### config.mk
export PLATFORM = sky130hd
export DESIGN_NAME = smu_cell
export DESIGN_NICKNAME = d
export VERILOG_FILES = /design/src/rtl/core/smu_pkg.sv /design/src/rtl/core/smu_cell.sv
export SDC_FILE = /design/constraint.sdc
export NUM_CORES = 1
export LEC_CHECK = 0
export CORE_AREA = 2 2 204 206
export CTS_CLUSTER_DIAMETER = 80
export CTS_CLUSTER_SIZE = 25
export DETAILED_ROUTE_END_ITERATION = 12
export DIE_AREA = 0 0 206 208
export DONT_BUFFER_PORTS = 1
export HOLD_SLACK_MARGIN = 0.08
export PLACE_DENSITY = 0.41
export SLEW_MARGIN = 10
export SYNTH_ARGS = -nofsm -noshare
export SYNTH_HDL_FRONTEND = slang
export SYNTH_SLANG_ARGS = --single-unit
### constraint.sdc
create_clock -name clk -period 9.4 [get_ports clk]
set_input_delay 0.47 -clock clk [delete_from_list [all_inputs] [get_ports clk]]
set_output_delay 0.47 -clock clk [all_outputs]
set_load 0.03 [all_outputs]
### src/rtl/core/smu_pkg.sv
package smu_pkg;

  localparam int MAX_SEGMENTS = 64;
  localparam int COORD_BITS   = 32;
  localparam int FIELD_W      = 32;
  localparam int ADDR_W       = $clog2(MAX_SEGMENTS);
  localparam int CNT_W        = $clog2(MAX_SEGMENTS + 1);

  typedef logic signed [COORD_BITS-1:0] coord_t;

  typedef struct packed {
    coord_t ax;
    coord_t ay;
    coord_t bx;
    coord_t by;
  } seg_t;

  typedef struct packed {
    logic valid;
    seg_t seg;
  } slot_t;

  typedef struct packed {
    seg_t seg;
    logic swap_x;
    logic swap_y;
  } entry_t;

  typedef struct packed {
    logic insert;
    logic shift;
    logic axis;
  } cell_ctrl_t;

  typedef struct packed {
    logic valid;
    logic last;
    seg_t seg;
  } merge_out_t;

  function automatic coord_t start_of(seg_t s, logic axis);
    return axis ? s.ay : s.ax;
  endfunction

  function automatic coord_t end_of(seg_t s, logic axis);
    return axis ? s.by : s.bx;
  endfunction

  function automatic seg_t orient(entry_t e, logic axis);
    seg_t r;
    r = e.seg;
    if (axis ? e.swap_y : e.swap_x) begin
      r.ax = e.seg.bx;
      r.ay = e.seg.by;
      r.bx = e.seg.ax;
      r.by = e.seg.ay;
    end
    return r;
  endfunction

endpackage

### src/rtl/core/smu_cell.sv
module smu_cell
  import smu_pkg::*;
(
  input  logic       clk,
  input  logic       rst,
  input  cell_ctrl_t ctrl,
  input  seg_t       new_seg,
  input  slot_t      left,
  input  logic       left_take,
  input  slot_t      right,
  output slot_t      slot,
  output logic       take
);

  logic valid;
  seg_t seg;

  assign slot = '{valid: valid, seg: seg};
  assign take = !valid || (start_of(new_seg, ctrl.axis) < start_of(seg, ctrl.axis));

  always_ff @(posedge clk) begin
    if (rst) begin
      valid <= 1'b0;
    end else if (ctrl.insert && take) begin
      valid <= left_take ? left.valid : 1'b1;
    end else if (ctrl.shift) begin
      valid <= right.valid;
    end
  end

  always_ff @(posedge clk) begin
    if (ctrl.insert && take) begin
      seg <= left_take ? left.seg : new_seg;
    end else if (ctrl.shift) begin
      seg <= right.seg;
    end
  end

endmodule

* Word level (Yosys, flattened, before mapping)
Cells that the tools add are included.
** Storage, ports and cells
- Bits in latches :: 0
- Word-level logic and storage cells :: 18
- Output and inout port bits :: 130
- Memory bits (writable) :: 0
- Bits of input ports :: 392
- Memory bits (read-only) :: 0
- Bits in registers :: 129
- Memories kept :: 0
** Operators by class
- Divide/modulo/power cells :: 0
- Reduce and logical (&&, ||, !) cells :: 4
- Equal/unequal tests :: 0
- Muxes and demuxes :: 8
- Multipliers :: 0
- Shift-type cells :: 0
- $lt $le $gt $ge :: 1
- Bitwise gates (word level) :: 0
- $add $sub $neg :: 0
** Operators with widths (count)
- two-way mux 128 bit :: 3
- two-way mux 32 bit :: 2
- < comparator 32 bit :: 1
- two-way mux 1 bit :: 3
- nonzero test 2 bit :: 1
- logical AND 1 bit :: 1
- zero test 1 bit :: 1
- logical OR 1 bit :: 1

* Depth between registers and ports, before layout
- Depth in word-level cells :: 5
- Mapped depth :: 12
- Depth with buffers taken out :: 8

* Worst setup path after synthesis
No wires, ideal clock.
- Path kind :: input to register
- From :: in ctrl[0] in the netlist's numbering
- To :: reg seg, in the netlist slot[0], enable pin
- Buffers on the path :: 4
- Required time :: 8967 ps
- Stages on the path :: 12
- Slack :: 4261 ps
- Setup time :: 433 ps
- Arrival :: 4705 ps
- Cell sequence :: buf_2 buf_1 mux2_2 ha_1 a211oi_1 o211ai_1 o221ai_2 nand3_1 o311ai_2 buf_12 buf_12 or2_2
** Between the ends
- Cells in the longest elaborated chain, start to end :: 5
- Elaborated cells on any way between the ends :: 6
- Those cells by class :: order compare: 1; mux: 2; reduce/logical: 3
** Ends and longest elaborated chain
- start: declaration :: line smu_cell.sv:6 : input cell_ctrl_t ctrl,
- two-way mux 32 bit :: line smu_pkg.sv:42 : return axis ? s.ay : s.ax;
- < comparator 32 bit * :: line smu_cell.sv:19 : assign take = !valid || (start_of(new_seg, ctrl.axis) < start_of(seg, ctrl.axis));
- logical OR 1 bit * :: line smu_cell.sv:19
- logical AND 1 bit * :: line smu_cell.sv:32 : if (ctrl.insert && take) begin
- nonzero test 2 bit (no source line) *
- end signal: assignment :: line smu_cell.sv:33 : seg <= left_take ? left.seg : new_seg;
- end signal: assignment :: line smu_cell.sv:35 : seg <= right.seg;
- end: declaration :: line smu_cell.sv:16 : seg_t seg;
Every way passes the cells marked *; elsewhere a longest branch is shown, timed or not.
A chain may end at the register's enable or synchronous reset.

* Worst setup path in the final report
- From :: reg seg, in the netlist slot[97]
- To :: reg seg, in the netlist slot[75], enable pin
** Between the ends
- Cells in the longest elaborated chain, start to end :: 5
** Ends and longest elaborated chain (line)
- two-way mux 32 bit :: smu_pkg.sv:42
- < comparator 32 bit :: smu_cell.sv:19
- logical OR 1 bit :: smu_cell.sv:19
- logical AND 1 bit :: smu_cell.sv:32
- nonzero test 2 bit (no source line)
No other way between the ends.

==> summary.txt <==
Synthesis
  • Compound-Gate Fraction of Synth Area: 2.277%
  • Sequential fraction of the synthesis area: between 40% and 50%
  • Most common cell in the netlist: mux2_2
  • Fraction of synthesized area in multiplexers: 44.21%
  • Fraction of registers with async set or reset after synthesis: 0%
  • Seq cells post-synth: between 100 and 150
  • Synth unique cells: 33
  • Post-synth top cells: 189 x mux2_2, 128 x edfxtp_1, 99 x mux2_4
  • Syn Nets: about 1,000
  • Mapped cell area: between 8000 and 9000 µm²
  • Area leader, netlist: edfxtp_1
  • Post-synth EDFFs: roughly 130
  • Synth top area cells: edfxtp_1 43%, mux2_2 24%, mux2_4 17%
  • Simple-gate share of the synthesized area: 1.912%
  • Top FF cell, synth: edfxtp_1
  • Top cell type's share of synthesized area: 43.18%
  • Cells after Synth: between 500 and 600
  • Synth Area per Inst: 15.29 µm²
  • XOR/XNOR share of the synthesized area: 0%
  • Largest family of logic cells by synthesized area: multiplexers
  • Synth warn: 0
  • Synth Area in Adders: under 10%

Power and ir drop
  • Worst VDD drop: roughly 0.09 mV
  • Total Power: 2.788 mW
  • Leakage power: 3.710 nW
  • Pwr/cell area: 282.6 nW/µm²

Worst setup path
  • WP data arrival: 4.61 ns
  • CP Cell Sequence: mux2i_1 > ha_1 > nand2b_1 > o221ai_1 > a21oi_1 > o22ai_2 > o311ai_4 > buf_4 > or2_4 > buf_4
  • Startpoint Class: flop
  • Critical Path End Type: flop
  • Max FO, Critical Path: 54
  • Most used cell, CP: buf_4
  • Worst setup startpoint: slot[97]
  • Worst path required time: 9.46 ns
  • Critical path buffers and inverters: 2
  • Crit Path Class: flop to flop
  • CP max stage delay: 0.77 ns
  • R2r startpoint: slot[97]
  • Slowest cell on crit path: edfxtp_1
  • Top delay family on crit path: compound AO/OA/AOI/OAI gates

Clocking
  • Num CTS Buffers: 17
  • CTS root buffer: clkbuf_16
  • Clock slew at reported path FFs: 0.07 ns
  • CTS Hold Bufs: 0
  • Num Clock Sinks: 129
  • H-tree depth: 4
  • Worst-Skew Late Latency: between 0.4 and 0.5 ns
  • Post-CTS Setup Repair Bufs: 0
  • TritonCTS clock tree: built
  • Post_cts resized: 0
  • Bufs on Longest Clock Path: 2

GRT
  • Largest net degree at the start of global routing: 130
  • GRT Residual Overflow: 0
  • Gr usage total: around an eighth
  • Vias in the first global route: 5,755
  • First-pass GRT wire length: 37.92 mm
  • Initial antenna violation count: 0

Floorplanning
  • CORE AREA: between 40,000 and 50,000 µm²
  • Die ar.: 42,850 µm²
  • Num ports: 522
  • Die width: 206 µm
  • Site row count: 74
  • Starting Density: 21.95%
  • DIE HEIGHT: 208 µm

Timing
  • Slew @ Worst Pin: just under 1 ns
  • Hold Slack: 0.2466 ns
  • Fin crit period: between 4 and 5 ns
  • Worst Skew: between 0.01 and 0.015 ns
  • Final Hold Fails: 0
  • Final setup TNS: 0 ns
  • Max-slew headroom: 34.55%
  • Max Clk Rate: 0.2197 GHz
  • Setup ws final: about 4.8 ns
  • Final setup violation count: 0
  • RSZ-0062 raised after global routing: false
  • Final worst-path cycle share: 48.42%
  • Slew Limit Fails: 0

Placed design
  • Port bufs: 0
  • Placed Cells: 1,084
  • Placed Instance Area: 9294 µm²
  • Hpwl dp: 21.49 mm
  • GPL Wtd Cong: 0.8300
  • Setup WS pre-CTS: 4.620 ns

Finish
  • Layout Cells excl Fill: 1,117
  • Fill cells: 4,209
  • Final instance area: just under 10,000 µm²
  • P&R area growth vs syn: 10.85%
  • Share of cells above drive strength 1: 55.99%
  • Layout net count: 994
  • Fin util: 24.33%

Outcome
  • Status: complete, no violations

Detailed routing
  • Routed vias: 5,024
  • Via/cell ratio: 4.498
  • DRT Pass-1 Iters: 5
  • WL final: 27.47 mm
  • Routed Antenna Nets: 0
  • Drt wl/cell: between 20 and 25 µm
  • 1st-iter DRT viols: around 240
  • DRC: 0

Hold path
  • Hold Crit Class: input port to flop
  • Min-delay src: right[40]

Job
  • Max-cap violation count: 0
layer usage:
layer,track usage [%],routed length (µm)
met2,22.74,14790
met5,0,0
met1,12.42,9837
met4,4.212,540
met3,4.558,2308
report_power, final:
part           switching, mW  internal, mW  leakage [nW]
Sequential             0.504         0.902          1.31
Clock                  0.281         0.389         0.265
Combinational          0.325         0.389          2.13
Total                   1.11          1.68          3.71
kinds of logic (layout without fill, tap and decap cells):
group | count (synthesis) | count (layout)
AO/OA/AOI/OAI | 29 | 29
multiplexers | 320 | 320
flip-flops | 129 | 129
buffers and inverters | 39 | 41
adder cells (fa/ha/maj) | 31 | 31
AND/OR/NAND/NOR | 34 | 34
other | 0 | 1
cell usage in the layout (no fill, tap or decap), drive strengths merged, types with 2 or more instances in the layout:
cell,n
mux2i,32
o21a,2
nand3,2
inv,4
o221ai,3
nor2b,2
nand2,12
nor3,2
mux2,288
a211oi,2
o21ai,4
edfxtp,128
nor2,6
a21oi,13
nand4,5
clkbuf,18
buf,6
ha,31
nand2b,3
clkinvlp,4
clkinv,7
bufinv,2
worst reg2reg max path: cells and delay by family (launching register included):
kind | cells | cell delay (ns)
buf+inv | 2 | 1.13
simple gates | 2 | 0.50
compound gates | 4 | 1.15
fa+ha+maj | 1 | 0.34
mux | 1 | 0.20
flops | 1 | 0.77
state kept, by name (all words and copies together), names as in the netlist:
signal	cells
slot	128
valid	1
worst paths after layout:
path,cells past startpoint,slack (ns),end
worst min-delay path,1,0.25,slot[40]
worst min register to register,3,1.02,valid
worst max-delay path,10,4.85,slot[75]
worst max register to register,10,4.85,slot[75]
layout make-up:
class	instances	area, µm²	share of cell area, %
multi-input combinational	414	4708	47.72
sequential	129	3864	39.16
tap	532	665.6	6.746
clock buffer	18	429.2	4.349
clock inverter	14	141.4	1.433
timing repair buffer	6	45.04	0.4565
inverter	3	11.26	0.1141
antenna	1	2.502	0.02536
(Power assumes the default switching activity.)
