**src/rtl/core/smu_pkg.sv**
```systemverilog
package smu_pkg;

  localparam int MAX_SEGMENTS = 64;
  localparam int COORD_BITS   = 32;
  localparam int FIELD_W      = 32;
  localparam int ADDR_W       = $clog2(MAX_SEGMENTS);
  localparam int CNT_W        = $clog2(MAX_SEGMENTS + 1);

  typedef logic signed [COORD_BITS-1:0] coord_t;

  typedef struct packed {
    coord_t ax;
    coord_t ay;
    coord_t bx;
    coord_t by;
  } seg_t;

  typedef struct packed {
    logic valid;
    seg_t seg;
  } slot_t;

  typedef struct packed {
    seg_t seg;
    logic swap_x;
    logic swap_y;
  } entry_t;

  typedef struct packed {
    logic insert;
    logic shift;
    logic axis;
  } cell_ctrl_t;

  typedef struct packed {
    logic valid;
    logic last;
    seg_t seg;
  } merge_out_t;

  function automatic coord_t start_of(seg_t s, logic axis);
    return axis ? s.ay : s.ax;
  endfunction

  function automatic coord_t end_of(seg_t s, logic axis);
    return axis ? s.by : s.bx;
  endfunction

  function automatic seg_t orient(entry_t e, logic axis);
    seg_t r;
    r = e.seg;
    if (axis ? e.swap_y : e.swap_x) begin
      r.ax = e.seg.bx;
      r.ay = e.seg.by;
      r.bx = e.seg.ax;
      r.by = e.seg.ay;
    end
    return r;
  endfunction

endpackage

```
**src/rtl/core/smu_merge.sv**
```systemverilog
module smu_merge
  import smu_pkg::*;
(
  input  logic       clk,
  input  logic       rst,
  input  logic       active,
  input  logic       axis,
  input  slot_t      head,
  input  logic       out_free,
  output logic       pop,
  output merge_out_t emit,
  output logic       done
);

  logic   cur_valid;
  seg_t   cur;
  coord_t cur_end;
  logic   overlap;
  logic   extend;

  assign cur_end = end_of(cur, axis);
  assign overlap = cur_valid && (start_of(head.seg, axis) <= cur_end);
  assign extend  = end_of(head.seg, axis) >= cur_end;

  always_comb begin
    pop       = 1'b0;
    done      = 1'b0;
    emit      = '{valid: 1'b0, last: 1'b0, seg: cur};
    if (active && head.valid) begin
      if (overlap || !cur_valid) begin
        pop = 1'b1;
      end else if (out_free) begin
        pop        = 1'b1;
        emit.valid = 1'b1;
      end
    end else if (active && cur_valid && out_free) begin
      emit.valid = 1'b1;
      emit.last  = 1'b1;
      done       = 1'b1;
    end
  end

  always_ff @(posedge clk) begin
    if (rst) begin
      cur_valid <= 1'b0;
    end else if (pop) begin
      cur_valid <= 1'b1;
    end else if (done) begin
      cur_valid <= 1'b0;
    end
  end

  always_ff @(posedge clk) begin
    if (pop) begin
      if (overlap) begin
        if (extend) begin
          cur.bx <= head.seg.bx;
          cur.by <= head.seg.by;
        end
      end else begin
        cur <= head.seg;
      end
    end
  end

endmodule

```
**config.mk**
```make
export PLATFORM = sky130hd
export DESIGN_NAME = smu_merge
export DESIGN_NICKNAME = d
export VERILOG_FILES = /design/src/rtl/core/smu_pkg.sv /design/src/rtl/core/smu_merge.sv
export SDC_FILE = /design/constraint.sdc
export NUM_CORES = 1
export LEC_CHECK = 0
export ABC_AREA = 1
export BUFFER_PORTS_ARGS = -buffer_cell sky130_fd_sc_hd__buf_4
export CORE_MARGIN = 4
export CORE_UTILIZATION = 44
export DETAILED_ROUTE_END_ITERATION = 12
export PLACE_DENSITY = 0.77
export SYNTH_ARGS = -nofsm -noshare
export SYNTH_HDL_FRONTEND = slang
export SYNTH_SLANG_ARGS = --single-unit
```
**constraint.sdc**
```tcl
create_clock -name clk -period 5.7 [get_ports clk]
set_input_delay 0.285 -clock clk [delete_from_list [all_inputs] [get_ports clk]]
set_output_delay 0.285 -clock clk [all_outputs]
set_load 0.03 [all_outputs]
```
Word level (Yosys, flattened, before mapping)

Cells that the tools add are included.

Flip-flop bits (word level): 129
Bits of input ports: 134
Output and inout port bits: 132
Logic and storage cells: 34

Order comparisons: 2
Eq/ne operators: 1
Multiplexer cells: 16
Bitwise operators: 1
Reduce and logical (&&, ||, !) cells: 9

Operator list:

| cell                 | number |
|---|---|
| $mux W64             | 2 |
| $mux W32             | 3 |
| $ge A32 B32 Y1       | 1 |
| $le A32 B32 Y1       | 1 |
| $mux W1              | 10 |
| $logic_and A1 B1 Y1  | 4 |
| $reduce_and A2 Y1    | 2 |
| $mux W2              | 1 |
| $ne A2 B1 Y1 const B | 1 |
| $reduce_bool A2 Y1   | 1 |
| $logic_not A1 Y1     | 1 |
| $logic_or A1 B1 Y1   | 1 |
| $not A1 Y1           | 1 |

Longest topological paths before layout

Gate-level depths: netlist of the first run.

Word-level depth: 7
Depth in mapped cells: 21

Worst setup path after synthesis of the first run

No wires, ideal clock.

Path kind: input-to-reg
Start point: input axis
End point: register cur (netlist bit emit[100]) (enable)
Library setup time: 0.507 ns
Data arrival time: 5.367 ns
Data required time: 5.193 ns
Slack: -0.174 ns
Stages: 15
Path buffers: 3
Cells stage by stage: clkbuf_1 -> buf_2 -> buf_2 -> mux2_2 -> ha_1 -> a21o_1 -> nor2_1 -> nand2_1 -> nand2_1 -> nand2_1 -> nand2_1 -> nand3_1 -> nand4_1 -> nand2_2 -> a21oi_1

Longest elaborated chain between the ends: 7

RTL lines:

| item                          | line                         | RTL |
|---|---|---|
| start: declaration            | smu_merge.sv:7               | `input logic axis,` |
| $mux W32 (on tied branches)   | smu_pkg.sv:42, smu_pkg.sv:46 |  |
| $le A32 B32 Y1 *              | smu_merge.sv:22              | `assign overlap = cur_valid && (start_of(head.seg, axis) <= cur_end);` |
| $logic_and A1 B1 Y1 *         | smu_merge.sv:22              |  |
| $logic_or A1 B1 Y1            | smu_merge.sv:30              | `if (overlap \|\| !cur_valid) begin` |
| $mux W1                       | smu_merge.sv:30              |  |
| $mux W1                       | smu_merge.sv:29              | `if (active && head.valid) begin` |
| $reduce_and A2 Y1 (no line) * | n/a                          |  |
| end signal: assignment        | smu_merge.sv:61              | `cur <= head.seg;` |
| end: declaration              | smu_merge.sv:16              | `seg_t cur;` |

Mark *: on every way between the ends. The rest lies on a longest branch, timed or not.
A chain may end at the register's enable or synchronous reset.

Final worst setup path of the first run

Start point: input axis
End point: register cur (netlist bit emit[50]) (enable)

Longest elaborated chain between the ends: 7

RTL lines:

| item                          | line |
|---|---|
| $mux W32 (on tied branches)   | smu_pkg.sv:42, smu_pkg.sv:46 |
| $le A32 B32 Y1                | smu_merge.sv:22 |
| $logic_and A1 B1 Y1           | smu_merge.sv:22 |
| $logic_or A1 B1 Y1            | smu_merge.sv:30 |
| $mux W1                       | smu_merge.sv:30 |
| $mux W1                       | smu_merge.sv:29 |
| $reduce_and A2 Y1 (no line) * | n/a |

Marks and branches as above.

==> results.yml, run 1 <==
setup_path:
  critical_path_class: "in2reg"
  cp_data_required_time_ns: 5.80
  crit_path_max_fanout: 54
  cp.arrival_ns: 4.04
  startpoint_type: "input pin"
  end_kind: "flop"
synthesis:
  seq_area_frac_synth_pct: 59.52
  synthDominantCellAreaShare_pct: 59.21
  yosysTopAreaCell: "edfxtp_1"
  ys_seq_elements: 129
  synthTopCellsByArea: "edfxtp_1 59%, ha_1 12%, mux2_2 11%, mux2i_1 5.1%, nand2_1 3.5%"
  synth.distinct_cells: 23
  mappedNetlistNets: 661
  syn_inst: 463
  ys_warn_count: 0
  synth.avg_cell_area_um2: 14.02
  netlist_area_um2: 6491
timing:
  max_freq_mhz: 253.9
  setup_tns_ns: 0
  slew_viol_final: 0
  finalCriticalPeriod_ns: 3.938
  rsz0062_at_grt: "no"
  hold_viol: 0
  fin_crit_sh_pct: 69.09
  relSlewSlack_pct: 40.02
  setup_viol: 0
  worst_slew_pin_slew_ns: 0.8975
  skew_ns: 0.01476
place:
  gp_congestion: 0.7612
  dp_hpwl_mm: 14.20
  portBuffers: 265
  place_area_um2: 8728
global_routing:
  grt-ovfl-total: 0
  grt_max_degree: 55
  grt_pass1_vias: 4982
  grt_use_total_pct: 20.61
  antenna_found_initial: 0
  grt_pass1_wl_mm: 26.30
detailed_routing:
  wirelength_mm: 17.85
  first_iter_violations: 224
  drt-vias-per-instance: 5.120
  route.detailed.drc: 0
  drt-wirelength-per-cell_um: 19.11
  detail-route-antenna-nets: 0
  num_vias: 4782
  first_pass_iters: 4
layout:
  drive_gt1_share_pct: 48.13
  n_antenna_cell: 0
  final_cell_area_um2: 9279
  utilization_pct: 64.09
  multiInputGateArea_um2: 2525
  syn_to_final_growth_pct: 42.95
  nets: 936
  fill_cells: 1108
  seq_area_um2: 3864
run_status:
  outcome: "finished, final reports clean"
floorplanning:
  num_rows: 44
  die_area_um2: 16760
  start_util_pct: 44.83
  die_y_um: 129.5
  core_area_um2: 14480
  io_pins: 266
  die_x_um: 129.5
pwr:
  p_leak_uw: 0.004065
  ir_drop_mv: 0.1803
  p_switching_uw: 707.4
  pwr-share-comb_pct: 19.6
  powerDensity_nw_per_um2: 288.0
  sw_frac_of_total_pct: 26.47
  clkPwrFrac_pct: 38.2
  p_seq_share_pct: 42.2
  internal_power_uw: 1965
  fin_total_pwr_uw: 2672
clock_network:
  tritoncts: "yes"
  cts-hold-fix-buffers: 0
  cts_resized: 0
  clock_latency_ns: 0.42
  cts_setup_buffers: 0
  cts_buffers: 17
  cts_root_buffer: "clkbuf_16"
  clk_pin_slew_ns: 0.06
  clock-sinks: 129
  clk_path_buf_depth: 2
  cts_max_level: 4
worst_hold_path:
  hp-class: "in2reg"
run:
  max-cap-violations: 0
## worst paths after layout
kind	slack [ns]	cells past startpoint	start	to
setup / recovery	1.76	17	axis	emit[50]
hold / removal	0.01	2	rst	cur_valid
setup reg to reg	2.34	14	emit[57]	emit[50]
hold reg to reg	0.55	2	cur_valid	cur_valid
## metrics by stage
stage,setup slack (ns),hold slack [ns],instances
after global routing,1.451,0.01199,934
after global placement,1.491,0.4430,903
after detailed placement,1.328,0.4488,903
after CTS,1.764,0.002945,934
final,1.762,0.01235,934
after floorplan,0.1888,0.3541,463
## final cells by class
| cell class | instances | share of cell area [%] |
|---|---|---|
| tap | 184 | 2.481 |
| clock inverter | 13 | 1.308 |
| timing repair buffer | 268 | 22.09 |
| clock buffer | 18 | 4.625 |
| inverter | 16 | 0.6472 |
| multi-input combinational | 306 | 27.21 |
| sequential | 129 | 41.64 |
## cell families after synthesis
| group | count (synthesis) | share of synthesized area (%) |
|---|---|---|
| adder cells (fa/ha/maj) | 64 | 12.34 |
| AO/OA/AOI/OAI | 48 | 3.855 |
| buffers and inverters | 28 | 1.870 |
| multiplexers | 96 | 16.02 |
| AND/OR/NAND/NOR | 98 | 6.400 |
| flip-flops | 129 | 59.52 |
## Yosys cell counts
| library cell | count |
|---|---|
| nand3b_1 | 1 |
| nand2_1 | 61 |
| buf_2 | 10 |
| nor3_1 | 3 |
| inv_1 | 16 |
| a21oi_1 | 34 |
| mux2i_1 | 33 |
| o21ai_0 | 10 |
| nor2_2 | 1 |
| dfxtp_1 | 1 |
| ha_1 | 64 |
| buf_4 | 1 |
| nor3b_2 | 1 |
| a21o_1 | 1 |
| nor2_1 | 16 |
| nand4_1 | 6 |
| nand3_1 | 7 |
| nor4_1 | 1 |
| clkbuf_1 | 1 |
| edfxtp_1 | 128 |
| o21a_1 | 3 |
| nand2_2 | 1 |
| mux2_2 | 63 |
## worst max-delay path: stages
cell and delay [ns]:
buf_4 0.48, buf_12 0.36, mux2_2 0.38, ha_1 0.30
nand2_1 0.06, inv_1 0.06, nand3_1 0.07, nor3_1 0.28
nand2_1 0.09, nand2_1 0.06, nand2_1 0.06, nand3_1 0.10
nand3_1 0.18, nand2_1 0.10, nor2_1 0.07, nor2_4 0.68
buf_12 0.31
## registers in the layout, summed over array words and instances, names as in the netlist
register	count
cur_valid	1
emit	128
## routing by layer
layer,track usage [%],up-vias,part of all wire (%)
li1,-,2305,-
met1,24.68,2252,38
met3,6.265,22,8.7
met5,0,-,0
met4,6.724,0,1.6
met2,35.64,203,51
## power by group through the flow
stage,logic [µW],registers [µW],clock network [µW]
final,523,1130,1020
after global routing,573,1130,1080
after CTS,529,1130,1040
after detailed placement,524,1150,0
after global placement,510,1150,0
after floorplan,208,1240,0
## placed cells by master, fill, tap and decap left out, types with 5 or more instances in the layout
| cell type | n |
|---|---|
| clkbuf_16 | 17 |
| nand3_1 | 7 |
| clkinv_1 | 5 |
| inv_1 | 16 |
| nand2_1 | 61 |
| nor2_1 | 15 |
| o21ai_0 | 10 |
| nand4_1 | 6 |
| buf_4 | 265 |
| mux2i_1 | 33 |
| edfxtp_1 | 128 |
| mux2_2 | 63 |
| a21oi_1 | 33 |
| ha_1 | 64 |
No activity file was read; power rests on OpenSTA's default activity.
==> run 2: changes to the inputs <==
--- a/config.mk
+++ b/config.mk
@@ -8,9 +8,9 @@
 export ABC_AREA = 1
 export BUFFER_PORTS_ARGS = -buffer_cell sky130_fd_sc_hd__buf_4
 export CORE_MARGIN = 4
-export CORE_UTILIZATION = 44
+export CORE_UTILIZATION = 49
 export DETAILED_ROUTE_END_ITERATION = 12
-export PLACE_DENSITY = 0.77
+export PLACE_DENSITY = 0.81
 export SYNTH_ARGS = -nofsm -noshare
 export SYNTH_HDL_FRONTEND = slang
 export SYNTH_SLANG_ARGS = --single-unit
==> constraint.sdc (replaced) <==
create_clock -name clk -period 3.95 [get_ports clk]
set_input_delay 0.1975 -clock clk [delete_from_list [all_inputs] [get_ports clk]]
set_output_delay 0.1975 -clock clk [all_outputs]
set_load 0.03 [all_outputs]
==> run 2 against run 1 <==
Net effect:
- wire length increased by 16%
- total power up 51%
- combinational power rose by 69%
- clock power grew 49%
- sequential power increased by 44%
- core utilization up 19 points
- clock-buffer cell count grew 3
- critical endpoint is now emit[129]
- clock skew decreased by 0.0079 ns
- worst hold slack gained 0.23 ns
==> results.yml, run 2 (synthesized netlist as in run 1, its figures left out) <==
layout:
  drive_gt1_share_pct: 40.82
  final_cell_area_um2: 10590
  fin_cells: 1054
  nets: 1068
  layout_commonest_cell: "buf_4"
  n_antenna_cell: 0
  fill_cells: 629
  seq_area_um2: 3864
  syn_to_final_growth_pct: 63.07
  multiInputGateArea_um2: 2525
  largest_reg_flops: 128
  final_cell_mix: "268 x buf_4, 129 x dlygate4sd3_1, 128 x edfxtp_1"
run_status:
  outcome: "finished, final reports clean"
clock_network:
  clk_pin_slew_ns: 0.05
  cts-hold-fix-buffers: 129
  cts_setup_buffers: 0
  clk_path_buf_depth: 2
  clock-sinks: 129
  cts_max_level: 4
  cts_resized: 0
  tritoncts: "yes"
  cts_buffers: 17
  cts_root_buffer: "clkbuf_16"
  clock_latency_ns: 0.42
timing:
  max_freq_mhz: 316.0
  rsz0062_at_grt: "no"
  setup_viol: 0
  worst_slew_pin_slew_ns: 0.4836
  relSlewSlack_pct: 67.51
  finalCriticalPeriod_ns: 3.164
  skew_ns: 0.006894
  fin_worst_hold_slack_ns: 0.2399
  slew_viol_final: 0
  hold_viol: 0
  fin_crit_sh_pct: 80.11
  setup_ws_ns: 0.7857
detailed_routing:
  drt-vias-per-instance: 5.195
  first_iter_violations: 323
  first_pass_iters: 5
  wirelength_mm: 20.78
  detail-route-antenna-nets: 0
  num_vias: 5476
  route.detailed.drc: 0
  drt-wirelength-per-cell_um: 19.71
pwr:
  ir_drop_mv: 0.2526
  p_switching_uw: 1049
  p_seq_share_pct: 40.4
  pwr-share-comb_pct: 21.9
  p_leak_uw: 0.004626
  powerDensity_nw_per_um2: 381.1
  sw_frac_of_total_pct: 26.00
  clkPwrFrac_pct: 37.7
  internal_power_uw: 2985
global_routing:
  grt_max_degree: 65
  grt_pass1_vias: 5912
  grt_pass1_wl_mm: 30.66
  antenna_found_initial: 0
  grt-ovfl-total: 0
  grt_use_total_pct: 27.31
setup_path:
  end_kind: "output pin"
  crit_path_max_fanout: 3
  cp.arrival_ns: 2.97
  critical_path_class: "in2out"
  cp_data_required_time_ns: 3.75
  startpoint_type: "input pin"
place:
  dp_slack_ns: 0.5624
  dp_hpwl_mm: 13.51
  place_area_um2: 8736
  gp_congestion: 0.7961
  dp_cells: 894
  portBuffers: 265
worst_hold_path:
  hp-class: "in2reg"
floorplanning:
  die_area_um2: 15150
  core_area_um2: 12770
  die_y_um: 123.1
  die_x_um: 123.1
  io_pins: 266
  num_rows: 41
  start_util_pct: 50.82
run:
  max-cap-violations: 0
run 2: layout make-up:
cell class,count,area share (%)
Clock inverter,10,1.111
Clock buffer,21,4.161
Tap cell,172,2.033
Multi-Input combinational cell,306,23.85
Inverter,16,0.5674
Timing Repair Buffer,400,31.77
Sequential cell,129,36.50
run 2: power groups by stage:
stage          clock network, µW  logic [µW]  registers (µW)
3_5_place_dp                   0         751            1650
2_1_floorplan                  0         301            1790
5_1_grt                     1600         952            1640
4_1_cts                     1520         865            1630
3_3_place_gp                   0         730            1650
6_report                    1520         885            1630
run 2: final timing paths:
path	startpoint	endpoint	slack (ns)	cells past startpoint
setup / recovery	head[75]	emit[129]	0.79	15
hold / removal	head[128]	cur_valid	0.24	5
setup reg to reg	emit[9]	emit[14]	0.95	16
hold reg to reg	cur_valid	cur_valid	0.55	2
run 2: critical path, stage by stage:
cell and delay, ns:
dlygate4sd3_1 0.55, buf_4 0.15, mux2_2 0.27, ha_1 0.32, nand2_1 0.06, inv_1 0.09, nand3_1 0.07, nor3_1 0.35
nand2_1 0.10, nand2_1 0.08, nand2_1 0.06, nand3_1 0.10, nand3_1 0.18, o21ai_0 0.20, buf_4 0.19
run 2: through the flow:
stage / total power [µW] / setup TNS, ns / utilization (%)
2_1_floorplan: 2089 / -48.08 / -
3_3_place_gp: 2382 / 0 / 68.39
3_5_place_dp: 2405 / 0 / 68.39
4_1_cts: 4014 / 0 / 82.87
5_1_grt: 4185 / 0 / 82.87
6_report: 4034 / 0 / 82.87
run 2: metal layers:
layer / up-vias / routed length (µm) / global-route usage (%)
met4: 0 / 849 / 13.91
met1: 2596 / 7351 / 28.17
met3: 62 / 1297 / 6.542
met2: 247 / 11280 / 51.14
li1: 2571 / - / -
met5: - / 0 / 0
